## src/hw/rtl/ppp_pkg.sv

```systemverilog
// ----------------------------------------------------------------------------
// Point projection package
// Shared types, widths, register indexes and field helpers for the closest
// point on box, cylinder and sphere datapath.
// ----------------------------------------------------------------------------
package ppp_pkg;

    // Coordinate and field widths.
    localparam int COORD_W  = 21;   // signed Q5.16 point and origin fields
    localparam int ROT_W    = 16;   // signed Q1.14 rotation entries
    localparam int OFF_W    = 22;   // point minus origin, exact
    localparam int LOC_W    = 26;   // local coordinate after rotation
    localparam int PROD_W   = 38;   // rotation entry times 22-bit value
    localparam int ACC_W    = 40;   // sum of three products
    localparam int RAD_W    = 52;   // squared radial distance
    localparam int ROOT_W   = 26;   // floor square root of RAD_W bits
    localparam int NUM_W    = 47;   // radius times magnitude
    localparam int QUO_W    = 21;   // pulled component magnitude
    localparam int WORLD_W  = 27;   // world coordinate before saturation
    localparam int DATA_W   = 64;   // three coordinates padded to bytes

    // Shared unit depths.
    localparam int SQRT_STEPS = 2;
    localparam int SQRT_LAT   = ROOT_W / SQRT_STEPS;
    localparam int DIV_STEPS  = 3;
    localparam int DIV_LAT    = QUO_W / DIV_STEPS;

    localparam int QUEUE_DEPTH_DEF = 4;

    // Configuration register indexes.
    localparam int REG_IDX_W = 3;
    localparam logic [REG_IDX_W-1:0] REG_SHAPE_KIND    = 3'd0;
    localparam logic [REG_IDX_W-1:0] REG_ROTATION_ROW0 = 3'd1;
    localparam logic [REG_IDX_W-1:0] REG_ROTATION_ROW1 = 3'd2;
    localparam logic [REG_IDX_W-1:0] REG_ROTATION_ROW2 = 3'd3;
    localparam logic [REG_IDX_W-1:0] REG_ORIGIN_PACKED = 3'd4;
    localparam logic [REG_IDX_W-1:0] REG_SHAPE_SIZES   = 3'd5;
    localparam int CFG_DATA_W = 63;

    localparam logic [47:0] ROT_ROW0_RST = 48'd16384;
    localparam logic [47:0] ROT_ROW1_RST = 48'd1073741824;
    localparam logic [47:0] ROT_ROW2_RST = 48'd70368744177664;

    // Shape kind codes as written by software.
    localparam logic [1:0] KIND_BOX      = 2'd0;
    localparam logic [1:0] KIND_CYLINDER = 2'd1;
    localparam logic [1:0] KIND_SPHERE   = 2'd2;
    localparam logic [1:0] KIND_UNUSED   = 2'd3;

    // Class codes attached to each request by the front end.
    localparam logic [1:0] CLS_BOX = 2'd0;
    localparam logic [1:0] CLS_CYL = 2'd1;
    localparam logic [1:0] CLS_SPH = 2'd2;

    typedef struct packed {
        logic [1:0]  shape_kind;
        logic [47:0] rotation_row0;
        logic [47:0] rotation_row1;
        logic [47:0] rotation_row2;
        logic [62:0] origin_packed;
        logic [62:0] shape_sizes;
    } cfg_t;

    typedef struct packed {
        logic [1:0]             cls;
        logic [2:0][OFF_W-1:0]  d;
    } item_t;

    // Rotation entry R[i][j].
    function automatic logic signed [ROT_W-1:0] rot_at(cfg_t c, int i, int j);
        logic [47:0] row;
        row = (i == 0) ? c.rotation_row0 : ((i == 1) ? c.rotation_row1 : c.rotation_row2);
        return row[ROT_W*j +: ROT_W];
    endfunction

    function automatic logic signed [COORD_W-1:0] org_at(cfg_t c, int i);
        return c.origin_packed[COORD_W*i +: COORD_W];
    endfunction

    function automatic logic [COORD_W-1:0] size_at(cfg_t c, int i);
        return c.shape_sizes[COORD_W*i +: COORD_W];
    endfunction

endpackage

```

## src/hw/rtl/ppp_fifo.sv

```systemverilog
// ----------------------------------------------------------------------------
// Point projection request queue
// Short queue that decouples the front end from the projection pipeline.
// ----------------------------------------------------------------------------
module ppp_fifo #(
    parameter int DEPTH = ppp_pkg::QUEUE_DEPTH_DEF
) (
    input  logic            aclk,
    input  logic            aresetn,
    input  logic            in_valid,
    output logic            in_ready,
    input  ppp_pkg::item_t  in_item,
    output logic            out_valid,
    input  logic            out_pop,
    output ppp_pkg::item_t  out_item
);
    import ppp_pkg::*;

    localparam int PTR_W = (DEPTH > 1) ? $clog2(DEPTH) : 1;
    localparam int CNT_W = $clog2(DEPTH + 1);

    item_t            mem [DEPTH];
    logic [PTR_W-1:0] wr_ptr_reg;
    logic [PTR_W-1:0] rd_ptr_reg;
    logic [CNT_W-1:0] count_reg;
    logic             push;
    logic             pop;

    assign in_ready  = (count_reg != CNT_W'(DEPTH));
    assign out_valid = (count_reg != '0);
    assign out_item  = mem[rd_ptr_reg];
    assign push      = in_valid && in_ready;
    assign pop       = out_pop && out_valid;

    // Pointers and occupancy.
    always_ff @(posedge aclk) begin
        if (!aresetn) begin
            wr_ptr_reg <= '0;
            rd_ptr_reg <= '0;
            count_reg  <= '0;
        end else begin
            if (push) begin
                wr_ptr_reg <= (wr_ptr_reg == PTR_W'(DEPTH - 1)) ? '0 : wr_ptr_reg + 1'b1;
            end
            if (pop) begin
                rd_ptr_reg <= (rd_ptr_reg == PTR_W'(DEPTH - 1)) ? '0 : rd_ptr_reg + 1'b1;
            end
            if (push && !pop) begin
                count_reg <= count_reg + 1'b1;
            end else if (pop && !push) begin
                count_reg <= count_reg - 1'b1;
            end
        end
    end

    // Storage.
    always_ff @(posedge aclk) begin
        if (push) begin
            mem[wr_ptr_reg] <= in_item;
        end
    end

endmodule

```

## config.mk

```make
export PLATFORM = sky130hd
export DESIGN_NAME = ppp_fifo
export DESIGN_NICKNAME = d
export VERILOG_FILES = /design/src/hw/rtl/ppp_pkg.sv /design/src/hw/rtl/ppp_fifo.sv
export SDC_FILE = /design/constraint.sdc
export NUM_CORES = 1
export LEC_CHECK = 0
export BUFFER_PORTS_ARGS = -buffer_cell sky130_fd_sc_hd__buf_2
export CAP_MARGIN = 20
export CORE_ASPECT_RATIO = 0.7
export CORE_UTILIZATION = 44
export CTS_CLUSTER_DIAMETER = 50
export CTS_CLUSTER_SIZE = 40
export DETAILED_ROUTE_END_ITERATION = 10
export PLACE_DENSITY_LB_ADDON = 0.1
export RECOVER_POWER = 25
export SLEW_MARGIN = 20
export SYNTH_ARGS = -nofsm -noshare
export SYNTH_HDL_FRONTEND = slang
export SYNTH_SLANG_ARGS = --single-unit
```

## constraint.sdc

```tcl
create_clock -name aclk -period 2.4 [get_ports aclk]
set_clock_uncertainty 0.2 [all_clocks]
set_input_delay 0.48 -clock aclk [delete_from_list [all_inputs] [get_ports aclk]]
set_output_delay 0.48 -clock aclk [all_outputs]
set_load 0.05 [all_outputs]
```

==> flow_metrics.tcl <==
set metrics [dict create \
    cp_common_cell "buf_12" \
    ios 142 \
    rows 46 \
    core_um2 22800 \
    synthCells 407 \
    synth_top_area_share 0.794 \
    ys_seq_area_frac 0.812 \
    cts_root_buf "clkbuf_16" \
    synth_warnings 0 \
    max_freq_mhz 375 \
    wl_per_cell_um 20.1 \
    vias 5002 \
    grt_pass1_wl_mm 30.3 \
    placed_cells 864 \
    critPathArrivalTime_ps 1990 \
    cp-start-kind "register" \
    clock-sinks 281 \
    gp_congestion 0.747 \
    cp_max_fo 6 \
    relSlewSlack 0.753 \
    leakagePower_nw 4.63 \
    finalHoldViolations 0 \
    syn_area_um2 10300 \
    irDropWorstVdd_uv 801 \
    nets 740 \
    worst_path_largest_cell_delay_ps 540 \
    layout_setup_ws_ps -268 \
    clk_pin_slew_ps 80 \
    antenna_found_initial 0 \
    finalWirelength_mm 19.9 \
    largest_reg_flops 272 \
    portBuffers 141 \
    rsz0062_at_grt "yes" \
    synth_edf_count 272 \
    power_mw 15.8 \
    htreeDepth 1 \
    post-route-min-period_ps 2670 \
    fin_cells 988 \
    synth_nets 486 \
    synth.largest_area_cell "edfxtp_1" \
    final.period_utilization 1.11 \
    grt_pass1_vias 5381 \
    yosysMostFrequentCell "edfxtp_1" \
    drt_iter0_drc 314 \
    die_y_um 130 \
    cts_buffers 23 \
    slew_viol_final 0 \
    async_flop_share 0 \
    yosys-top-cells-area "edfxtp_1 79%, mux4_2 15%, dfxtp_1 1.8%, ha_1 0.73%, buf_6 0.44%" \
    antenna_cells_inserted 0 \
    status "finished, violations left" \
    drtPass1Iterations 4 \
    vias_per_cell 5.06 \
    tightest_slew_ps 370 \
    critical_path_required_ps 1720 \
    area_delta_synth_final_pct 34.7 \
    detail-route-antenna-nets 0 \
    clk_latency_ps 510 \
    ys_ff_latch 281 \
    cpMaxStageDelayCell "mux4_2" \
    start_util 0.451 \
    grtUsageTotal 0.170 \
    drv_cap 0 \
    synth_flop_cell "edfxtp_1" \
    endpoint_kind "primary output" \
    drive_gt1_frac 0.386 \
    die-width_um 185 \
    cts_tree "done" \
    syn_area_per_cell_um2 25.3 \
    violations "setup timing" \
    dieArea_um2 24000 \
    clock_path_buffers 3 \
    p_per_area_nw_per_um2 1140 \
    path_cells "buf_12 -> buf_12 -> buf_12 -> mux4_2 -> buf_8" \
    overflow 0 \
    dp_hpwl_mm 11.6 \
    min_path_type "primary input to register" \
    path_class "register to primary output" \
    yosys-top-cells-count "272 x edfxtp_1, 68 x mux4_2, 9 x dfxtp_1" \
    setup_viol 68 \
    drc 0 \
    yosys.cell_types.count 27 \
    grt_max_degree 30 \
]
-- stage by stage --
step / cell area, µm² / setup slack, ps / hold slack (ps) / TNS [ps] / utilization
detailed placement: 11600 / -28.3 / 295 / -28.3 / 0.510
CTS: 13700 / -272 / 91.6 / -14690 / 0.603
global placement: 11600 / 79.9 / 291 / 0 / 0.510
finish: 13900 / -268 / 109 / -13400 / 0.608
floorplan: 10300 / 12.7 / 268 / 0 / -
global route: 13900 / -334 / 97.7 / -18290 / 0.608
-- repair_timing --
item | 4_1_cts | 5_1_grt
cloned | 3 | 4
endpoints found under the setup margin | 69 | 70
hold buffers | 68 | 0
resized for setup | 154 | 12
pin swaps | 0 | 0
setup buffers | 7 | 2
endpoints found under the hold margin | 271 | 0
-- cell type report --
type / instances / area, µm²
clock buffers: 25 / 583
flip-flops and latches: 281 / 8370
clock inverters: 15 / 206
fillers: 1661 / 8940
well taps: 312 / 390
inverters: 3 / 11.3
multi-input cells: 105 / 1860
repair buffers: 247 / 2440
-- where the power goes --
part	internal, mW	switching [mW]	total [mW]	leakage [nW]
clock network	2.07	1.81	3.88	0.380
logic	2.49	3.26	5.74	1.68
registers	5.95	0.173	6.13	2.57
-- worst max-delay path, delay by kind of cell, from the launching register on --
family,cells,cell delay (ps)
buffers and inverters,4,540
muxes,1,540
DFF,1,380
-- final timing paths --
path / start / end / slack [ps] / depth (start not counted)
worst max-delay path: register / out_item[52] / -270 / 5
worst min-delay path: in_valid / wr_ptr_reg[0] / 110 / 3
worst max register to register: count_reg[2] / count_reg[2] / 60 / 8
worst min register to register: wr_ptr_reg[1] / wr_ptr_reg[1] / 310 / 2
-- routing by layer --
layer / vias up / GRT usage / part of all wire
met4: 0 / 0.0335 / 0.015
met2: 133 / 0.288 / 0.48
li1: 2254 / - / -
met5: - / 0 / 0
met3: 26 / 0.0447 / 0.072
met1: 2589 / 0.226 / 0.43
-- cell families (layout without fill, tap and decap cells) --
kind of cell,after synthesis,in the layout,share of synthesized area
XOR/XNOR,2,2,0.00170
multiplexers,70,70,0.151
flip-flops,281,281,0.812
adder cells (fa/ha/maj),7,7,0.00925
AND/OR/NAND/NOR,20,20,0.0114
AO/OA/AOI/OAI,6,6,0.00341
buffers and inverters,21,290,0.0117
-- placed cells by master, fill, tap and decap left out, drive strengths merged, types with 2 or more instances in the layout --
cell type and count:
edfxtp 272, buf 134, clkbuf 70, mux4 68, dlygate4sd3 68, inv 10, dfxtp 9, ha 6
nand2 5, clkinv 5, and3 4, o21ai 4, or3 2, nor2 2, nand3 2, mux2i 2
bufinv 2, and2 2
(Power assumes the default switching activity.)
