## src/hw/rtl/ppp_pkg.sv

```systemverilog
// ----------------------------------------------------------------------------
// Point projection package
// Shared types, widths, register indexes and field helpers for the closest
// point on box, cylinder and sphere datapath.
// ----------------------------------------------------------------------------
package ppp_pkg;

    // Coordinate and field widths.
    localparam int COORD_W  = 21;   // signed Q5.16 point and origin fields
    localparam int ROT_W    = 16;   // signed Q1.14 rotation entries
    localparam int OFF_W    = 22;   // point minus origin, exact
    localparam int LOC_W    = 26;   // local coordinate after rotation
    localparam int PROD_W   = 38;   // rotation entry times 22-bit value
    localparam int ACC_W    = 40;   // sum of three products
    localparam int RAD_W    = 52;   // squared radial distance
    localparam int ROOT_W   = 26;   // floor square root of RAD_W bits
    localparam int NUM_W    = 47;   // radius times magnitude
    localparam int QUO_W    = 21;   // pulled component magnitude
    localparam int WORLD_W  = 27;   // world coordinate before saturation
    localparam int DATA_W   = 64;   // three coordinates padded to bytes

    // Shared unit depths.
    localparam int SQRT_STEPS = 2;
    localparam int SQRT_LAT   = ROOT_W / SQRT_STEPS;
    localparam int DIV_STEPS  = 3;
    localparam int DIV_LAT    = QUO_W / DIV_STEPS;

    localparam int QUEUE_DEPTH_DEF = 4;

    // Configuration register indexes.
    localparam int REG_IDX_W = 3;
    localparam logic [REG_IDX_W-1:0] REG_SHAPE_KIND    = 3'd0;
    localparam logic [REG_IDX_W-1:0] REG_ROTATION_ROW0 = 3'd1;
    localparam logic [REG_IDX_W-1:0] REG_ROTATION_ROW1 = 3'd2;
    localparam logic [REG_IDX_W-1:0] REG_ROTATION_ROW2 = 3'd3;
    localparam logic [REG_IDX_W-1:0] REG_ORIGIN_PACKED = 3'd4;
    localparam logic [REG_IDX_W-1:0] REG_SHAPE_SIZES   = 3'd5;
    localparam int CFG_DATA_W = 63;

    localparam logic [47:0] ROT_ROW0_RST = 48'd16384;
    localparam logic [47:0] ROT_ROW1_RST = 48'd1073741824;
    localparam logic [47:0] ROT_ROW2_RST = 48'd70368744177664;

    // Shape kind codes as written by software.
    localparam logic [1:0] KIND_BOX      = 2'd0;
    localparam logic [1:0] KIND_CYLINDER = 2'd1;
    localparam logic [1:0] KIND_SPHERE   = 2'd2;
    localparam logic [1:0] KIND_UNUSED   = 2'd3;

    // Class codes attached to each request by the front end.
    localparam logic [1:0] CLS_BOX = 2'd0;
    localparam logic [1:0] CLS_CYL = 2'd1;
    localparam logic [1:0] CLS_SPH = 2'd2;

    typedef struct packed {
        logic [1:0]  shape_kind;
        logic [47:0] rotation_row0;
        logic [47:0] rotation_row1;
        logic [47:0] rotation_row2;
        logic [62:0] origin_packed;
        logic [62:0] shape_sizes;
    } cfg_t;

    typedef struct packed {
        logic [1:0]             cls;
        logic [2:0][OFF_W-1:0]  d;
    } item_t;

    // Rotation entry R[i][j].
    function automatic logic signed [ROT_W-1:0] rot_at(cfg_t c, int i, int j);
        logic [47:0] row;
        row = (i == 0) ? c.rotation_row0 : ((i == 1) ? c.rotation_row1 : c.rotation_row2);
        return row[ROT_W*j +: ROT_W];
    endfunction

    function automatic logic signed [COORD_W-1:0] org_at(cfg_t c, int i);
        return c.origin_packed[COORD_W*i +: COORD_W];
    endfunction

    function automatic logic [COORD_W-1:0] size_at(cfg_t c, int i);
        return c.shape_sizes[COORD_W*i +: COORD_W];
    endfunction

endpackage

```

## src/hw/rtl/ppp_front.sv

```systemverilog
// ----------------------------------------------------------------------------
// Point projection front end
// Accepts query points, subtracts the primitive origin and tags each request
// with its shape class.
// ----------------------------------------------------------------------------
module ppp_front (
    input  logic                        aclk,
    input  logic                        aresetn,
    input  ppp_pkg::cfg_t               cfg,
    input  logic                        s_tvalid,
    output logic                        s_tready,
    input  logic [ppp_pkg::DATA_W-1:0]  s_tdata,   // px, py, pz, zero pad
    output logic                        out_valid,
    input  logic                        out_ready,
    output ppp_pkg::item_t              out_item
);
    import ppp_pkg::*;

    logic  valid_reg;
    item_t item_reg;
    item_t item_next;

    assign s_tready  = !valid_reg || out_ready;
    assign out_valid = valid_reg;
    assign out_item  = item_reg;

    // Offset from the origin and shape class.
    always_comb begin
        logic signed [COORD_W-1:0] p;
        for (int i = 0; i < 3; i++) begin
            p = s_tdata[COORD_W*i +: COORD_W];
            item_next.d[i] = OFF_W'(p) - OFF_W'(org_at(cfg, i));
        end
        unique case (cfg.shape_kind)
            KIND_BOX:                 item_next.cls = CLS_BOX;
            KIND_CYLINDER:            item_next.cls = CLS_CYL;
            KIND_SPHERE, KIND_UNUSED: item_next.cls = CLS_SPH;
            default:                  item_next.cls = CLS_SPH;
        endcase
    end

    // Hold register toward the queue.
    always_ff @(posedge aclk) begin
        if (!aresetn) begin
            valid_reg <= 1'b0;
        end else if (s_tready) begin
            valid_reg <= s_tvalid;
        end
    end

    always_ff @(posedge aclk) begin
        if (s_tready && s_tvalid) begin
            item_reg <= item_next;
        end
    end

endmodule

```

## config.mk

```make
export PLATFORM = sky130hd
export DESIGN_NAME = ppp_front
export DESIGN_NICKNAME = d
export VERILOG_FILES = /design/src/hw/rtl/ppp_pkg.sv /design/src/hw/rtl/ppp_front.sv
export SDC_FILE = /design/constraint.sdc
export NUM_CORES = 1
export LEC_CHECK = 0
export BUFFER_PORTS_ARGS = -buffer_cell sky130_fd_sc_hd__buf_2
export CELL_PAD_IN_SITES_DETAIL_PLACEMENT = 1
export CELL_PAD_IN_SITES_GLOBAL_PLACEMENT = 2
export CORE_MARGIN = 10
export CORE_UTILIZATION = 21
export CTS_CLUSTER_DIAMETER = 120
export DETAILED_ROUTE_END_ITERATION = 8
export GPL_ROUTABILITY_DRIVEN = 0
export PLACE_DENSITY_LB_ADDON = 0.12
export SLEW_MARGIN = 20
export SYNTH_ARGS = -nofsm -noshare
export SYNTH_HDL_FRONTEND = slang
export SYNTH_SLANG_ARGS = --single-unit
```

## constraint.sdc

```tcl
create_clock -name aclk -period 2.8 [get_ports aclk]
set_input_delay 0 -clock aclk [delete_from_list [all_inputs] [get_ports aclk]]
set_output_delay 0 -clock aclk [all_outputs]
set_load 0.05 [all_outputs]
```

==> results of run 1 <==
## synth_stat cells (all sizes together) (2+ instances only)
cell | n | area share
xor2 | 19 | 0.031
nand3 | 11 | 0.010
nand2b | 8 | 0.0094
o21bai | 10 | 0.014
a211oi | 7 | 0.0099
o21ai | 32 | 0.031
fa | 3 | 0.011
clkbuf | 7 | 0.0049
o211ai | 6 | 0.0094
a311oi | 2 | 0.0056
a21o | 14 | 0.020
o21a | 12 | 0.017
a21boi | 3 | 0.0042
and3 | 2 | 0.0026
nand4 | 9 | 0.011
nor2b | 8 | 0.0099
nand2 | 34 | 0.024
a21oi | 52 | 0.050
a22o | 3 | 0.0052
xnor2 | 33 | 0.054
a221o | 2 | 0.0038
a31oi | 5 | 0.0059
edfxtp | 68 | 0.38
nor3 | 4 | 0.0038
nor2 | 30 | 0.022
and2 | 2 | 0.0023
inv | 79 | 0.056
ha | 63 | 0.15
o2111ai | 2 | 0.0033
nor4 | 2 | 0.0023
o31a | 3 | 0.0049
## cell usage in the layout (no fill, tap or decap), types with 3 or more instances in the layout
cell type / n
xnor2_1: 33
nor2_1: 29
nor2b_1: 7
o21ai_1: 3
nand3_1: 11
inv_1: 79
o21ai_0: 28
nor3_1: 4
o31a_1: 3
fa_1: 3
a31oi_1: 5
o21bai_1: 10
a21o_1: 13
edfxtp_1: 68
diode_2: 3
buf_4: 4
xor2_1: 19
a21oi_1: 51
a211oi_1: 7
o211ai_1: 5
nand2_1: 34
nand2b_1: 8
o21a_1: 12
ha_1: 63
buf_2: 201
nand4_1: 9
dlygate4sd3_1: 4
clkbuf_16: 9
## flip-flops by register name, summed over array words and instances, names as in the netlist
register,flops
out_item,68
out_valid,1
## worst max-delay path by stage
| stage | cells past startpoint | from | end | slack, ns |
|---|---|---|---|---|
| 6_report | 13 | s_tdata[0] | out_item[16] | 0.46 |
| 5_1_grt | 13 | s_tdata[0] | out_item[16] | 0.29 |
| 4_1_cts | 13 | s_tdata[0] | out_item[16] | 0.39 |
| 3_5_place_dp | 13 | s_tdata[0] | out_item[16] | 0.04 |
| 3_3_place_gp | 13 | s_tdata[0] | out_item[20] | 0.03 |
| 2_1_floorplan | 2 | out_valid | out_item[0] | 0.44 |
## stage by stage
step	area, um^2	worst slack, ns
final	7124	0.4560
after global routing	7117	0.2916
after CTS	7117	0.3939
after detailed placement	6769	0.03758
after global placement	6769	0.03122
after floorplan	5330	0.4414
## logic make-up (layout without fill, tap and decap cells)
group	count (synthesis)	after routing
xor gates and xnor gates	52	52
AOI/OAI and AO/OA	161	161
other	0	3
DFF	69	69
buffers and inverters	87	305
and+or+nand+nor	114	114
adders and majority gates	66	66
## area by class of cell
type                    instances  share of cell area
well taps                     330             0.05796
multi-input cells             393              0.4129
repair buffers                210              0.1538
clock inverters                 5             0.01054
flip-flops and latches         69              0.2894
inverters                      79             0.04162
diodes                          3            0.001054
clock buffers                  11             0.03267
## repair_timing
| item | CTS | global route |
|---|---|---|
| endpoints found under the hold margin | 3 | 0 |
| hold buffers | 4 | 0 |
| setup endpoints to repair | 0 | 0 |
| buffers inserted | 0 | 0 |
| gates resized for setup | 0 | 0 |
## power by group through the flow
stage | clock (mW) | sequential, mW | combinational [mW]
2_1_floorplan | 0 | 1.83 | 0.637
3_3_place_gp | 0 | 1.38 | 1.52
3_5_place_dp | 0 | 1.38 | 1.53
4_1_cts | 1.29 | 1.36 | 1.54
5_1_grt | 1.32 | 1.37 | 1.66
6_report | 1.24 | 1.36 | 1.51
## routing by layer
metal / GRT usage / up-vias
li1: - / 2392
met1: 0.1456 / 2121
met2: 0.1584 / 155
met3: 0.06297 / 11
met4: 0.02665 / 4
met5: 0 / -
==> impl_metrics.json, run 1 <==
{
  "status": "finished clean",
  "path_cells": "buf_2 -> inv_1 -> ha_1 -> inv_1 -> fa_1 -> a211oi_1 -> buf_4 -> o21ai_2 -> a41oi_2 -> nor2_2 -> nor2b_2 -> o21ai_0 -> xor2_1",
  "drive_above_1_share": 0.3077,
  "insertion_delay_ns": 0.34,
  "dpl.cell_count": 1077,
  "crit_required_ns": 2.88,
  "stdcell_count": 1100,
  "synth-seq-cells": 69,
  "dieWidth_um": 179.3,
  "cp-end-kind": "register",
  "rsz0062_at_grt": "no",
  "coreArea_um2": 25110,
  "cp_slowest_stage_delay_ns": 0.46,
  "wl_met2_um": 7413,
  "ys.flop_type": "edfxtp_1",
  "cts_sinks": 69,
  "crit_slowest_cell": "a211oi_1",
  "hold_slack_ns": 0.02957,
  "fmax_mhz": 426.6,
  "crit_type": "in -> reg",
  "synth_top_family_by_area": "compound AO/OA/AOI/OAI gates",
  "setup_viol": 0,
  "cellPowerDensity_nw_per_um2": 577.1,
  "p_sw_frac": 0.3691,
  "highest_layer": "met5",
  "hold_end": "out_item[45]",
  "hold_depth": 2,
  "p_clk_frac": 0.301,
  "intPower_mw": 2.594,
  "r2r-end": "out_item[15]",
  "ys_seq_area_frac": 0.3869,
  "maxCapViolations": 0,
  "drtAntennaViolNets": 0,
  "viasPerCell": 4.257,
  "yosys.area_share.simple": 0.1021,
  "worst-r2r-cell-count": 3,
  "power_mw": 4.111,
  "cts_root_buffer": "clkbuf_16",
  "syn_avg_cell_area_um2": 9.706,
  "clkTransAtPathRegs_ns": 0.06,
  "hp-start": "s_tdata[43]",
  "clock_skew_ns": 0.008225,
  "muxShareOfSynthArea": 0,
  "cts-htree-levels": 3,
  "numCtsBuffers": 9,
  "seqPwrFrac": 0.331,
  "yosys.area_share.adder": 0.1592,
  "combinationalPowerShare": 0.368,
  "cp_max_fo": 3,
  "totalNegativeSetupSlack_ns": 0,
  "fillers": 3027,
  "synthCells": 549,
  "vdd_ir_drop_max_uv": 217.8,
  "initial_core_util": 0.2122,
  "grt_pass1_wl_um": 28130,
  "seq_area_um2": 2062,
  "grt_usage": 0.1126,
  "initialDrtViolationCount": 150,
  "clock_path_buffers": 2,
  "worst_setup_path_start_kind": "input port",
  "dp_hpwl_um": 15730,
  "grt_pass1_vias": 5240,
  "worst_pin_slew_ns": 0.6424,
  "critPathTopFamily": "compound AO/OA/AOI/OAI gates",
  "p_sw_mw": 1.518,
  "cp.arrival_ns": 2.42,
  "row_count": 58,
  "port_buffers": 201,
  "r2r-start": "out_valid",
  "routed_wl_um": 18710,
  "hold_class": "in -> reg",
  "netlist_area_um2": 5329,
  "yosysUniqueCellTypes": 55,
  "synth-edff-count": 68,
  "syn-num-nets": 955,
  "power.leakage_nw": 3.306,
  "reg2reg_slack_ns": 1.19,
  "wire_per_inst_um": 17.01,
  "period_needed_ns": 2.344,
  "num-nets-final": 1168,
  "relSlewSlack": 0.5672,
  "synth-xor-area-share": 0.08547,
  "synth_warnings": 0,
  "overflow": 0,
  "synth_compound_area_frac": 0.2047,
  "wl_met1_um": 8771,
  "final_max_slew_viol_count": 0,
  "hold_viol": 0,
  "drc": 0,
  "io_pins": 410,
  "areaGrowthSynthToFinish_pct": 33.69,
  "final_core_util": 0.2837,
  "multi_input_area_um2": 2942,
  "dieHeight_um": 179.3,
  "critPathBufInv": 4,
  "vias": 4683,
  "path_common_cell": "inv_1",
  "grt_max_degree": 40,
  "drt_pass1_iterations": 4,
  "synthArstFlopShare": 0,
  "cts_tree": "built",
  "dr_wl_met3_um": 2353,
  "min_period_over_period": 0.8371,
  "dieArea_um2": 32150,
  "antenna_found_initial": 5
}
Note: power is estimated with default switching activity, not from simulation.
==> inputs of run 2 (changes only) <==
--- a/config.mk
+++ b/config.mk
@@ -9,7 +9,7 @@
 export CELL_PAD_IN_SITES_DETAIL_PLACEMENT = 1
 export CELL_PAD_IN_SITES_GLOBAL_PLACEMENT = 2
 export CORE_MARGIN = 10
-export CORE_UTILIZATION = 21
+export CORE_UTILIZATION = 19
 export CTS_CLUSTER_DIAMETER = 120
 export DETAILED_ROUTE_END_ITERATION = 8
 export GPL_ROUTABILITY_DRIVEN = 0
==> constraint.sdc (replaced) <==
create_clock -name aclk -period 2.1 [get_ports aclk]
set_input_delay 0 -clock aclk [delete_from_list [all_inputs] [get_ports aclk]]
set_output_delay 0 -clock aclk [all_outputs]
set_load 0.05 [all_outputs]
==> run 2 against run 1 <==
Effect of this change:
- largest power group unchanged
- sequential power rose by 34%
- largest cell class unchanged
- via count up 5.6%
- core utilization decreased by 1.3 points
==> impl_metrics.json, run 2 (synthesis gave the netlist of run 1 again) <==
{
  "clkTransAtPathRegs_ns": 0.06,
  "drc": 0,
  "fmax_mhz": 503.2,
  "r2r-end": "out_item[45]",
  "clock_path_buffers": 2,
  "mostFrequentLayoutCells": "buf_2 (201), inv_1 (79), edfxtp_1 (68)",
  "cp_slowest_stage_delay_ns": 0.41,
  "insertion_delay_ns": 0.34,
  "dieWidth_um": 187.5,
  "vias": 4945,
  "hold_class": "in -> reg",
  "largest_reg_flops": 68,
  "setup_viol": 0,
  "maxCapViolations": 0,
  "cts_root_buffer": "clkbuf_16",
  "seq_area_um2": 2062,
  "grt_pass1_wl_um": 31460,
  "areaGrowthSynthToFinish_pct": 40.88,
  "hold_depth": 3,
  "initial_core_util": 0.1923,
  "hp-start": "cfg[63]",
  "dieArea_um2": 35150,
  "min_period_over_period": 0.9463,
  "crit_slowest_cell": "o41ai_2",
  "path_common_cell": "inv_1",
  "post_cts_buffers": 0,
  "cts_tree": "built",
  "power_mw": 5.529,
  "period_needed_ns": 1.987,
  "numCtsBuffers": 9,
  "worst_setup_path_start_kind": "input port",
  "cts_sinks": 69,
  "vdd_ir_drop_max_uv": 271.7,
  "hold_slack_ns": 0.05908,
  "final_max_slew_viol_count": 0,
  "drt_pass1_iterations": 4,
  "worst-r2r-cell-count": 3,
  "clock_skew_ns": 0.007466,
  "row_count": 61,
  "dieHeight_um": 187.5,
  "status": "finished clean",
  "cp-end-kind": "register",
  "timing.final.ws_setup_ns": 0.1128,
  "relSlewSlack": 0.6913,
  "r2r-start": "out_valid",
  "path_cells": "buf_2 -> inv_1 -> ha_4 -> inv_1 -> fa_2 -> a211oi_2 -> nor2_1 -> o41ai_2 -> a22o_2 -> o221ai_2 -> a31oi_1 -> xnor2_1",
  "coreArea_um2": 27710,
  "dp_slack_ns": -0.3539,
  "num-nets-final": 1210,
  "multi_input_area_um2": 2978,
  "antenna_found_initial": 5,
  "reg2reg_slack_ns": 0.70,
  "cp_max_fo": 2,
  "hold_end": "out_item[0]",
  "grt_max_degree": 27,
  "dp_hpwl_um": 17210,
  "overflow": 0,
  "dpl.cell_count": 1167,
  "grt_pass1_vias": 5591,
  "routed_wl_um": 20240,
  "io_pins": 410,
  "hold_viol": 0,
  "cellPowerDensity_nw_per_um2": 736.5,
  "viasPerCell": 4.162,
  "cts-htree-levels": 3,
  "wire_per_inst_um": 17.04,
  "port_buffers": 201,
  "cp.arrival_ns": 2.08,
  "drtAntennaViolNets": 0,
  "crit_required_ns": 2.19,
  "stdcell_count": 1188,
  "layout_commonest_cell": "buf_2",
  "rsz0062_at_grt": "yes",
  "worst_pin_slew_ns": 0.4582,
  "initialDrtViolationCount": 173,
  "power.leakage_nw": 3.508,
  "crit_type": "in -> reg",
  "drive_above_1_share": 0.3540,
  "fillers": 3297,
  "grt_usage": 0.1127
}
==> run 2: cell types whose count changed in the layout (fill, tap and decap cells not counted), moves of 2 or more <==
cell,previous run,this run
buf_4,4,46
fa_1,3,0
fa_2,0,3
a211oi_1,7,5
a211oi_2,0,2
clkinv_2,0,2
==> run 2: layout make-up <==
type	instances	share of cell area
Antenna cell	2	0.0006667
Clock buffer	10	0.03050
Clock inverter	5	0.007000
Inverter	79	0.03950
Multi-Input combinational cell	393	0.3967
Sequential cell	69	0.2747
Tap cell	378	0.06300
Timing Repair Buffer	252	0.1880
==> run 2: worst max path at each step <==
stage,startpoint,slack (ns),cells after the start,end
3_3_place_gp,s_tdata[21],-0.31,12,out_item[42]
3_5_place_dp,s_tdata[21],-0.35,12,out_item[42]
2_1_floorplan,s_tdata[0],0.04,11,out_item[20]
6_report,s_tdata[21],0.11,12,out_item[42]
4_1_cts,s_tdata[21],0.005,12,out_item[42]
5_1_grt,s_tdata[21],-0.03,12,out_item[42]
==> run 2: report_power, final <==
part	internal, mW	leakage (nW)	switching, mW
Sequential	1.77	0.666	0.0569
Clock	0.909	0.140	0.636
Combinational	0.758	2.70	1.40
==> run 2: worst max-delay path: cells and delay by family <==
family                   cells  cell delay [ns]
AO/OA/AOI/OAI                5             1.14
XOR/XNOR                     1             0.08
adder cells (fa/ha/maj)      2             0.52
buffers and inverters        3             0.24
AND/OR/NAND/NOR              1             0.10
==> run 2: through the flow <==
stage,area (um^2),TNS [ns],utilization
global placement,7151,-3.105,0.2581
floorplan,5338,0,-
detailed placement,7151,-3.751,0.2581
global route,7502,-0.03337,0.2708
CTS,7472,0,0.2697
finish,7507,0,0.2710
==> run 2: what timing repair did <==
item,CTS,global route
endpoints found under the hold margin,3,0
setup endpoints to repair,0,8
hold buffers,4,0
resized for setup,0,8
==> run 2: metal layers <==
layer / track usage / routed length (um) / up-vias
li1: - / - / 2471
met1: 0.1540 / 10350 / 2279
met2: 0.1524 / 7734 / 169
met3: 0.05183 / 1878 / 20
met4: 0.03477 / 239 / 6
met5: 0 / 41 / -
